$ cat src/rtl/lcr_pkg.sv
// ----------------------------------------------------------------------------
// lcr_pkg
// Shared widths, register indexes and mode codes of the LED current regulator.
// ----------------------------------------------------------------------------
package lcr_pkg;

  localparam int SampleW  = 16;
  localparam int TargetW  = 10;
  localparam int DutyW    = 15;
  localparam int MeasW    = 16;
  localparam int ScaleW   = 24;
  localparam int GainW    = 16;
  localparam int IntegW   = 17;
  localparam int AccW     = 40;
  localparam int CfgIdxW  = 3;
  localparam int CfgDataW = 24;
  localparam int IncStep  = 10;

  localparam logic [CfgIdxW-1:0] REG_MODE  = 3'd0;
  localparam logic [CfgIdxW-1:0] REG_LIMIT = 3'd1;
  localparam logic [CfgIdxW-1:0] REG_SCALE = 3'd2;
  localparam logic [CfgIdxW-1:0] REG_PGAIN = 3'd3;
  localparam logic [CfgIdxW-1:0] REG_IGAIN = 3'd4;
  localparam logic [CfgIdxW-1:0] REG_DGAIN = 3'd5;

  localparam logic [1:0] MODE_BANG = 2'd0;
  localparam logic [1:0] MODE_INC  = 2'd1;
  localparam logic [1:0] MODE_PROP = 2'd2;
  localparam logic [1:0] MODE_PID  = 2'd3;

endpackage

$ cat src/rtl/lcr_in_if.sv
// ----------------------------------------------------------------------------
// lcr_in_if
// Sample channel: converter sample and current setpoint with valid/ready.
// ----------------------------------------------------------------------------
interface lcr_in_if import lcr_pkg::*; ();
  logic               valid;
  logic               ready;
  logic [SampleW-1:0] adc_sample;
  logic [TargetW-1:0] set_current_ma;

  modport source (output valid, output adc_sample, output set_current_ma, input ready);
  modport sink   (input valid, input adc_sample, input set_current_ma, output ready);
endinterface

$ cat src/rtl/lcr_out_if.sv
// ----------------------------------------------------------------------------
// lcr_out_if
// Result channel: new duty value and measured current with valid/ready.
// ----------------------------------------------------------------------------
interface lcr_out_if import lcr_pkg::*; ();
  logic             valid;
  logic             ready;
  logic [DutyW-1:0] duty_value;
  logic [MeasW-1:0] measured_ma;

  modport source (output valid, output duty_value, output measured_ma, input ready);
  modport sink   (input valid, input duty_value, input measured_ma, output ready);
endinterface

$ cat src/rtl/led_current_regulator.sv
// ----------------------------------------------------------------------------
// led_current_regulator
// Current loop controller: scales a sample to milliamps and updates a PWM duty
// in bang-bang, incremental, proportional or PID mode, using one bit-serial
// shift-add multiplier for the scaling and for the three gain products.
// ----------------------------------------------------------------------------
//  channel   direction  payload                        handshake
//  in_i      sink       adc_sample, set_current_ma     valid/ready
//  out_o     source     duty_value, measured_ma        valid/ready
//  cfg       write      cfg_we_i, cfg_idx_i, cfg_wdata_i  write enable only
//
//  one multiplier bit per cycle, for the scaling and for each gain product
//  non-pid item: scaling, then the duty update; pid item: scaling, then the
//  P, I and D products; the next sample is taken once the result is stored
//  the result register holds one finished transaction while the next one runs
//  reset clears state and control and loads the default register values
// ----------------------------------------------------------------------------
module led_current_regulator import lcr_pkg::*; #(
  parameter int SAMPLE_BITS    = 16,
  parameter int GAIN_FRAC_BITS = 12
) (
  input  logic                clk_i,
  input  logic                rst_ni,
  lcr_in_if.sink              in_i,
  lcr_out_if.source           out_o,
  input  logic                cfg_we_i,
  input  logic [CfgIdxW-1:0]  cfg_idx_i,
  input  logic [CfgDataW-1:0] cfg_wdata_i
);

  localparam int CntW = 4;
  localparam logic [SampleW-1:0] SampleMask = SampleW'((32'd1 << SAMPLE_BITS) - 1);
  localparam logic [CntW-1:0]    MeasLast   = CntW'(SAMPLE_BITS - 1);
  localparam logic [CntW-1:0]    GainLast   = CntW'(GainW - 1);

  localparam logic [2:0] ST_IDLE = 3'd0;
  localparam logic [2:0] ST_MEAS = 3'd1;
  localparam logic [2:0] ST_CALC = 3'd2;
  localparam logic [2:0] ST_PROP = 3'd3;
  localparam logic [2:0] ST_INTG = 3'd4;
  localparam logic [2:0] ST_DERV = 3'd5;
  localparam logic [2:0] ST_PIDF = 3'd6;
  localparam logic [2:0] ST_EMIT = 3'd7;

  logic [1:0]         mode_q;
  logic [DutyW-1:0]   lim_q;
  logic [ScaleW-1:0]  scale_q;
  logic [GainW-1:0]   pgain_q, igain_q, dgain_q;

  logic [2:0]         state_q, state_d;
  logic [CntW-1:0]    cnt_q, cnt_d;
  logic [GainW-1:0]   mplr_q, mplr_d;
  logic signed [AccW-1:0] mcand_q, mcand_d;
  logic signed [AccW-1:0] acc_q, acc_d;
  logic [TargetW-1:0] tgt_q, tgt_d;
  logic [MeasW-1:0]   meas_q, meas_d;
  logic [DutyW-1:0]   duty_q, duty_d;
  logic signed [IntegW-1:0] integ_q, integ_d;
  logic [MeasW-1:0]   last_q, last_d;
  logic               out_vld_q, out_vld_d;
  logic [DutyW-1:0]   out_duty_q, out_duty_d;
  logic [MeasW-1:0]   out_meas_q, out_meas_d;

  logic signed [AccW-1:0] acc_sum;
  logic [ScaleW-1:0]  scaled;
  logic [MeasW-1:0]   meas_w;
  logic signed [16:0] err_w;
  logic signed [17:0] lim_s, isum, integ_new, nxt;
  logic signed [16:0] dmeas;
  logic signed [AccW-1:0] pid_q;
  logic [DutyW-1:0]   pid_duty, nxt_duty;

  always_ff @(posedge clk_i or negedge rst_ni) begin
    if (!rst_ni) begin
      mode_q  <= MODE_PID;
      lim_q   <= 15'd1000;
      scale_q <= 24'd65536;
      pgain_q <= 16'd5616;
      igain_q <= 16'd9484;
      dgain_q <= 16'd4150;
    end else if (cfg_we_i) begin
      unique case (cfg_idx_i)
        REG_MODE:  mode_q  <= cfg_wdata_i[1:0];
        REG_LIMIT: lim_q   <= cfg_wdata_i[DutyW-1:0];
        REG_SCALE: scale_q <= cfg_wdata_i[ScaleW-1:0];
        REG_PGAIN: pgain_q <= cfg_wdata_i[GainW-1:0];
        REG_IGAIN: igain_q <= cfg_wdata_i[GainW-1:0];
        REG_DGAIN: dgain_q <= cfg_wdata_i[GainW-1:0];
        default: ;
      endcase
    end
  end

  assign acc_sum = acc_q + (mplr_q[0] ? mcand_q : '0);
  assign scaled  = acc_q[AccW-1:16];
  assign meas_w  = (|scaled[ScaleW-1:MeasW]) ? {MeasW{1'b1}} : scaled[MeasW-1:0];
  assign err_w   = $signed({7'b0, tgt_q}) - $signed({1'b0, meas_w});
  assign lim_s   = $signed({3'b0, lim_q});
  assign isum    = {integ_q[IntegW-1], integ_q} + {err_w[16], err_w};
  assign dmeas   = $signed({1'b0, last_q}) - $signed({1'b0, meas_q});
  assign pid_q   = acc_q >>> GAIN_FRAC_BITS;

  always_comb begin
    if (isum > lim_s) begin
      integ_new = lim_s;
    end else if (isum < -lim_s) begin
      integ_new = -lim_s;
    end else begin
      integ_new = isum;
    end
  end

  always_comb begin
    case (mode_q)
      MODE_BANG: nxt = (meas_w < {6'b0, tgt_q}) ? lim_s : 18'sd0;
      MODE_INC:  nxt = (meas_w < {6'b0, tgt_q}) ? $signed({3'b0, duty_q}) + 18'sd10
                                                : $signed({3'b0, duty_q}) - 18'sd10;
      default:   nxt = $signed({3'b0, duty_q}) + {err_w[16], err_w};
    endcase
    if (nxt < 18'sd0) begin
      nxt_duty = '0;
    end else if (nxt > lim_s) begin
      nxt_duty = lim_q;
    end else begin
      nxt_duty = nxt[DutyW-1:0];
    end
    if (acc_q < 0) begin
      pid_duty = '0;
    end else if (pid_q > $signed({{(AccW-DutyW){1'b0}}, lim_q})) begin
      pid_duty = lim_q;
    end else begin
      pid_duty = pid_q[DutyW-1:0];
    end
  end

  always_comb begin
    state_d    = state_q;
    cnt_d      = cnt_q;
    mplr_d     = mplr_q;
    mcand_d    = mcand_q;
    acc_d      = acc_q;
    tgt_d      = tgt_q;
    meas_d     = meas_q;
    duty_d     = duty_q;
    integ_d    = integ_q;
    last_d     = last_q;
    out_duty_d = out_duty_q;
    out_meas_d = out_meas_q;
    out_vld_d  = out_vld_q && !out_o.ready;

    unique case (state_q)
      ST_IDLE: begin
        if (in_i.valid) begin
          mplr_d  = in_i.adc_sample & SampleMask;
          mcand_d = {{(AccW-ScaleW){1'b0}}, scale_q};
          acc_d   = '0;
          cnt_d   = MeasLast;
          tgt_d   = in_i.set_current_ma;
          state_d = ST_MEAS;
        end
      end
      ST_MEAS, ST_PROP, ST_INTG, ST_DERV: begin
        acc_d   = acc_sum;
        mplr_d  = mplr_q >> 1;
        mcand_d = mcand_q <<< 1;
        cnt_d   = cnt_q - 1'b1;
        if (cnt_q == '0) begin
          cnt_d = GainLast;
          case (state_q)
            ST_MEAS: state_d = ST_CALC;
            ST_PROP: begin
              mplr_d  = igain_q;
              mcand_d = {{(AccW-IntegW){integ_q[IntegW-1]}}, integ_q};
              state_d = ST_INTG;
            end
            ST_INTG: begin
              mplr_d  = dgain_q;
              mcand_d = {{(AccW-17){dmeas[16]}}, dmeas};
              state_d = ST_DERV;
            end
            default: begin
              last_d  = meas_q;
              state_d = ST_PIDF;
            end
          endcase
        end
      end
      ST_CALC: begin
        meas_d = meas_w;
        if (mode_q == MODE_PID) begin
          integ_d = integ_new[IntegW-1:0];
          mplr_d  = pgain_q;
          mcand_d = {{(AccW-17){err_w[16]}}, err_w};
          acc_d   = '0;
          cnt_d   = GainLast;
          state_d = ST_PROP;
        end else begin
          duty_d  = nxt_duty;
          state_d = ST_EMIT;
        end
      end
      ST_PIDF: begin
        duty_d  = pid_duty;
        state_d = ST_EMIT;
      end
      ST_EMIT: begin
        if (!out_vld_q || out_o.ready) begin
          out_vld_d  = 1'b1;
          out_duty_d = duty_q;
          out_meas_d = meas_q;
          state_d    = ST_IDLE;
        end
      end
      default: state_d = ST_IDLE;
    endcase
  end

  always_ff @(posedge clk_i or negedge rst_ni) begin
    if (!rst_ni) begin
      state_q   <= ST_IDLE;
      cnt_q     <= '0;
      duty_q    <= '0;
      integ_q   <= '0;
      last_q    <= '0;
      out_vld_q <= 1'b0;
    end else begin
      state_q   <= state_d;
      cnt_q     <= cnt_d;
      duty_q    <= duty_d;
      integ_q   <= integ_d;
      last_q    <= last_d;
      out_vld_q <= out_vld_d;
    end
  end

  always_ff @(posedge clk_i) begin
    mplr_q     <= mplr_d;
    mcand_q    <= mcand_d;
    acc_q      <= acc_d;
    tgt_q      <= tgt_d;
    meas_q     <= meas_d;
    out_duty_q <= out_duty_d;
    out_meas_q <= out_meas_d;
  end

  assign in_i.ready        = (state_q == ST_IDLE);
  assign out_o.valid       = out_vld_q;
  assign out_o.duty_value  = out_duty_q;
  assign out_o.measured_ma = out_meas_q;

endmodule
$ cat src/flat_wrapper.sv
// flat-port wrapper written by rule: the top's interface ports become plain ports
module led_current_regulator_flat import lcr_pkg::*;
#(
  parameter int SAMPLE_BITS    = 16,
  parameter int GAIN_FRAC_BITS = 12
)
  (clk_i, rst_ni, cfg_we_i, cfg_idx_i, cfg_wdata_i, in_i_valid, in_i_adc_sample, in_i_set_current_ma, in_i_ready, out_o_valid, out_o_duty_value, out_o_measured_ma, out_o_ready);
  lcr_in_if in_i_i ();
  lcr_out_if out_o_i ();
  input  logic clk_i;
  input  logic rst_ni;
  input  logic cfg_we_i;
  input  logic [CfgIdxW-1:0] cfg_idx_i;
  input  logic [CfgDataW-1:0] cfg_wdata_i;
  input wire logic [$bits(in_i_i.valid)-1:0] in_i_valid;
  input wire logic [$bits(in_i_i.adc_sample)-1:0] in_i_adc_sample;
  input wire logic [$bits(in_i_i.set_current_ma)-1:0] in_i_set_current_ma;
  output wire logic [$bits(in_i_i.ready)-1:0] in_i_ready;
  output wire logic [$bits(out_o_i.valid)-1:0] out_o_valid;
  output wire logic [$bits(out_o_i.duty_value)-1:0] out_o_duty_value;
  output wire logic [$bits(out_o_i.measured_ma)-1:0] out_o_measured_ma;
  input wire logic [$bits(out_o_i.ready)-1:0] out_o_ready;
  assign in_i_i.valid = in_i_valid;
  assign in_i_i.adc_sample = in_i_adc_sample;
  assign in_i_i.set_current_ma = in_i_set_current_ma;
  assign in_i_ready = in_i_i.ready;
  assign out_o_valid = out_o_i.valid;
  assign out_o_duty_value = out_o_i.duty_value;
  assign out_o_measured_ma = out_o_i.measured_ma;
  assign out_o_i.ready = out_o_ready;
  led_current_regulator #(.SAMPLE_BITS(SAMPLE_BITS), .GAIN_FRAC_BITS(GAIN_FRAC_BITS)) u_core (.clk_i(clk_i), .rst_ni(rst_ni), .in_i(in_i_i), .out_o(out_o_i), .cfg_we_i(cfg_we_i), .cfg_idx_i(cfg_idx_i), .cfg_wdata_i(cfg_wdata_i));
endmodule
$ cat config.mk
export PLATFORM = sky130hd
export DESIGN_NAME = led_current_regulator_flat
export DESIGN_NICKNAME = d
export VERILOG_FILES = /design/src/rtl/lcr_pkg.sv /design/src/rtl/lcr_in_if.sv /design/src/rtl/lcr_out_if.sv /design/src/rtl/led_current_regulator.sv /design/src/flat_wrapper.sv
export SDC_FILE = /design/constraint.sdc
export NUM_CORES = 1
export LEC_CHECK = 0
export ABC_AREA = 1
export BUFFER_PORTS_ARGS = -buffer_cell sky130_fd_sc_hd__buf_2
export CAP_MARGIN = 20
export CORE_UTILIZATION = 35
export CTS_CLUSTER_SIZE = 8
export DETAILED_ROUTE_END_ITERATION = 7
export PLACE_DENSITY = 0.59
export SETUP_SLACK_MARGIN = 0.4
export SYNTH_ARGS = -nofsm -noshare
export SYNTH_HDL_FRONTEND = slang
export SYNTH_SLANG_ARGS = --single-unit
$ cat constraint.sdc
create_clock -name clk_i -period 10.7 [get_ports clk_i]
set_input_delay 1.605 -clock clk_i [delete_from_list [all_inputs] [get_ports clk_i]]
set_output_delay 1.605 -clock clk_i [all_outputs]
set_load 0.005 [all_outputs]
; ---- Yosys cells after proc, flatten, opt, wreduce, memory -nomap -nowiden
; Index checks and enable logic that the tools add are counted.
[word_totals]
ff_bits = 298
[classes]
n_addsub = 9
order_cmp = 7
n_eq_ne = 19
n_mux = 38
bitwise_logic = 1
reduce_logical = 26
[op_table]
columns = operator, count
row1 = $mux W40, 6
row2 = $pmux W40 S3, 2
row3 = $mux W15, 6
row4 = $pmux W40 S2, 1
row5 = $mux W16, 4
row6 = $pmux W16 S3, 1
row7 = $add A40 B40 Y40, 1
row8 = $lt A40 B1 Y1 const B, 1
row9 = $gt A18 B16 Y1, 2
row10 = $pmux W18 S2, 1
row11 = $mux W17, 2
row12 = $pmux W16 S2, 1
row13 = $pmux W15 S2, 1
row14 = $gt A28 B16 Y1, 1
row15 = $reduce_and A2 Y1, 10
row16 = $add A16 B17 Y18, 1
row17 = $add A17 B17 Y18, 1
row18 = $eq A3 B3 Y1 const B, 6
row19 = $lt A18 B1 Y1 const B, 1
row20 = $lt A18 B18 Y1, 1
row21 = $mux W18, 1
row22 = $neg A15 Y18, 1
row23 = $sub A10 B16 Y17, 1
row24 = $sub A16 B16 Y17, 1
row25 = other kinds (29), 46

; ---- Logic depth before layout (Yosys ltp)
[logic_depth]
depth_word = 10
ltp_mapped = 42
mapped_depth_nobuf = 40

; ---- Worst setup path after synthesis
; No wires, ideal clock.
[synth_path]
path_type = input port to flip-flop
startpoint = in in_i_valid
endpoint = reg u_core.cnt_q[3]
setup_ns = 0.118
arrival_time_ns = 9.789
setup_slack_ns = 0.793
path_stages = 6
path_buffers = 0
cell_sequence = nor2_1 nor3_1 inv_1 nor4_1 o22ai_1 a21o_1
[synth_between]
elab_chain_len = 2
[synth_lines]
columns = item, line_no
row1 = start: declaration, flat_wrapper.sv:15  ; input wire logic [$bits(in_i_i.valid)-1:0] in_i_valid;
row2 = $ne A2 B2 Y1 (no line), -
row3 = $reduce_and A3 Y1 (no line), -
row4 = end signal: assignment, led_current_regulator.sv:228  ; cnt_q <= cnt_d;
row5 = end: declaration, led_current_regulator.sv:51  ; logic [CntW-1:0] cnt_q, cnt_d;
; Every way passes these cells.
; A chain may end at the register's enable or synchronous reset.

; ---- Worst setup path in the final report
[layout_path]
startpoint = reg u_core.acc_q[39]
endpoint = reg u_core.integ_q[15]
[layout_between]
elab_chain_len = 7
elab_cells_between_ends = 8
classes_between = add/sub: 2 / order compare: 2 / mux: 3 / reduce/logical: 1
[layout_lines]
columns = item, line_no
row1 = start: declaration, led_current_regulator.sv:54  ; logic signed [AccW-1:0] acc_q, acc_d;
row2 = start signal: assignment, led_current_regulator.sv:239  ; acc_q <= acc_d;
row3 = $reduce_or A8 Y1 *, led_current_regulator.sv:96  ; assign meas_w = (|scaled[ScaleW-1:MeasW]) ? {MeasW{1'b1}} : scaled[MeasW-1:0];
row4 = $mux W16 *, led_current_regulator.sv:96
row5 = $sub A10 B16 Y17 *, led_current_regulator.sv:97  ; assign err_w = $signed({7'b0, tgt_q}) - $signed({1'b0, meas_w});
row6 = $add A17 B17 Y18 *, led_current_regulator.sv:99  ; assign isum = {integ_q[IntegW-1], integ_q} + {err_w[16], err_w};
row7 = $lt A18 B18 Y1, led_current_regulator.sv:106  ; end else if (isum < -lim_s) begin
row8 = $mux W17, led_current_regulator.sv:106
row9 = $mux W17 *, led_current_regulator.sv:104  ; if (isum > lim_s) begin
row10 = end signal: assignment, led_current_regulator.sv:230  ; integ_q <= integ_d;
row11 = end: declaration, led_current_regulator.sv:58  ; logic signed [IntegW-1:0] integ_q, integ_d;
; Mark *: on every way between the ends. The rest lies on a longest branch, timed or not.

==> reports/results.txt <==
Status: completed
Total CTS buffers: 44
Share of cells above drive strength 1: 8.731%
Fin Clk Skew: 0.02016 ns
Sequential fraction of the synthesis area: 39.83%
Critical setup path kind: reg2reg
Final setup viols: 0
Post-CTS setup buffers: 0
Cell row count: 88
Vias in the first global route: 18570
Area Growth Syn to Fin: 12.50%
Clock Sink Count: 298
Filler instances: 6043
Crit. End Element: register
Fraction of registers with async set/reset: 48.66%
Chip height: 245.4 um
Slew @ Worst Pin: 1.059 ns
DRC marker count from the first detailed-route iteration: 1590
Synth cell types: 57
Largest vdd supply drop: 0.1419 mV
Post-synthesis cell area: 20730 um2
DR WL met2: 32.77 mm
Final hold violation count: 0
DRT Wirelength: 74.05 mm
Largest net degree at the start of global routing: 90
Number of synthesized flops with an enable pin: 153
Period utilization: 69.90%
Most common cell after layout, fill and taps aside: nand2_1
Register bit total from synthesis: 298
DR WL/cell: 20.73 um
Critical-path top delay cell: nand2_1
H-Tree Level Count: 2
Slowest stage delay, CP: 0.68 ns
DR DRC count: 0
Total chip power: 7.692 mW
Top achievable clock speed: 0.1337 GHz
Worst path required time: 11.15 ns
Die Wd: 245.4 um
Io pins: 91
Post_cts resized: 0
Remaining antenna violation count: 0
Setup ws final: 3.221 ns
FF+latch area: 8255 um2
Switching Share: 49.60%
CP dominant cell by count: inv_1
Clk_lat worst skew: 0.58 ns
Net Switching: 3.815 mW
DR vias: 19240
Die area: 60200 um2
Delay-heaviest family, CP: simple AND/OR/NAND/NOR gates
Initial antenna violation count: 0
Gr ovfl total: 0
Fin crit period: 7.479 ns
TritonCTS clock tree: built
Part of the power in registers: 29.5%
RSZ-0062 raised after global routing: no
NumNets Final: 2992
Hold slack: 0.4455 ns
Initial Util: 35.65%
Setup tns final: 0 ns
Worst Path Max Fanout: 31
Max-slew headroom: 29.24%
Initial DRT Pass Iterations: 5
Core area: 58140 um2
Mapped Avg Cell Area: 7.688 um2
Port bufs: 90
Power density over cell area: 329.9 nW/um2
Syn nets: 2918
Total GRT Usage: 24.69%
Primary FF master, synth: edfxtp_1
Maxcap violations: 0
Met3 wire len: 5.796 mm
Logic pwr share: 53.1%
Top layer in use: met4
Most frequent cells in the layout: nand2_1, inv_1, o21ai_0
Vias per inst: 5.386
Worst Hold Class: reg2reg
Arrival time worst endpoint: 7.93 ns
Clock root buffer: clkbuf_16
Worst slack, placed: 3.247 ns
DP HPWL: 57.24 mm
Post-Synthesis Cells: 2696
Routability congestion estimate: 1.016
Post-CTS Hold Fix Bufs: 0
Maximum clock path buffer count: 3
First-pass GRT wire length: 112.2 mm
WP buf/inv: 5
Worst-path clk slew: 0.05 ns
Post-Route M1 WL: 32.78 mm
Ys Warns: 0
Final count of pins violating max slew: 0
Leak: 11.28 nW
CP Launch Type: register
Int Pwr: 3.877 mW
Multi-input combinational cell area: 10710 um2
Clk network pwr share: 17.5%
==> area by class of cell <==
cell class              count  area share [%]
diodes                      1         0.01073
clock buffers              78           5.398
clock inverters             4          0.3488
inverters                 377           6.069
multi-input cells        1936           45.93
flip-flops and latches    298           35.40
well taps                 765           4.105
repair buffers            113           2.731
==> power by group through the flow <==
stage / combinational, mW / sequential (mW) / clock (mW)
after global placement: 3.98 / 2.26 / 0
after global routing: 4.58 / 2.30 / 1.42
after detailed placement: 4.01 / 2.27 / 0
after CTS: 4.04 / 2.25 / 1.38
after floorplan: 2.82 / 2.06 / 0
final: 4.08 / 2.27 / 1.34
==> metal layers <==
metal / vias up / track usage, %
li1: 9195 / -
met1: 9183 / 33.26
met2: 723 / 38.80
met3: 139 / 5.053
met4: 0 / 9.353
met5: - / 0
==> path summary, 6_finish.rpt <==
check | from | end | slack [ns] | cells past startpoint
hold / removal | u_core.meas_q[14]$_DFFE_PP_ | u_core.out_o.measured_ma[14]$_DFFE_PP_ | 0.45 | 0
setup reg to reg | u_core.acc_q[39]$_SDFFCE_PP0P_ | u_core.integ_q[15]$_DFFE_PN0P_ | 3.22 | 30
max in group asynchronous | rst_ni | u_core.duty_q[0]$_DFFE_PN0P_ | 8.17 | 2
setup / recovery | u_core.acc_q[39]$_SDFFCE_PP0P_ | u_core.integ_q[15]$_DFFE_PN0P_ | 3.22 | 30
hold reg to reg | u_core.meas_q[14]$_DFFE_PP_ | u_core.out_o.measured_ma[14]$_DFFE_PP_ | 0.45 | 0
min in group asynchronous | rst_ni | u_core.pgain_q[2]$_DFFE_PN0P_ | 1.09 | 1
==> kinds of logic (layout without fill, tap and decap cells) <==
| family | after synthesis | in the layout | share of synthesized area, % |
|---|---|---|---|
| other | 0 | 1 | 0 |
| flip-flops | 298 | 298 | 39.83 |
| AO/OA/AOI/OAI | 587 | 587 | 15.89 |
| buffers and inverters | 462 | 572 | 8.674 |
| adder cells (fa/ha/maj) | 164 | 164 | 10.04 |
| multiplexers | 9 | 9 | 0.4890 |
| AND/OR/NAND/NOR | 1125 | 1125 | 22.91 |
| XOR/XNOR | 51 | 51 | 2.155 |
==> cells in the mapped netlist, types with 4 or more instances <==
cell,instances,area (um2)
a21o_1,9,67.56
a21oi_1,214,1071
a22o_1,18,157.7
a31oi_1,27,168.9
buf_6,7,78.83
clkbuf_1,70,262.8
dfrtp_1,119,2978
dfstp_2,26,683.2
edfxtp_1,153,4594
fa_1,4,80.08
ha_1,160,2002
inv_1,375,1408
mux2_2,9,101.4
nand2_1,681,2556
nand2_2,15,93.84
nand3_1,123,615.6
nand4_1,59,369.1
nor2_1,186,698.2
nor2_2,5,31.28
nor3_1,29,145.1
nor3b_1,4,30.03
nor4_1,4,25.02
o2111ai_1,7,61.31
o211ai_1,17,127.6
o21a_1,13,97.59
o21ai_0,225,1126
o21ai_1,13,65.06
o21bai_1,10,75.07
o221ai_1,8,70.07
or2_2,5,31.28
xnor2_1,8,70.07
xor2_1,43,376.6
==> per-stage QoR <==
stage	cell area, um2	cells	utilization (%)
CTS	23300	3570	40.08
floorplan	20730	2696	-
global route	23310	3571	40.10
global placement	21950	3487	37.76
detailed placement	21960	3488	37.77
finish	23320	3572	40.11
==> registers in the layout, summed over array words and instances (netlist names), 17 cells and up <==
register / cells
u_core.scale_q: 24
u_core.integ_q: 17
u_core.acc_q: 40
u_core.mcand_q: 40
Power figures use the tool's default switching activity.
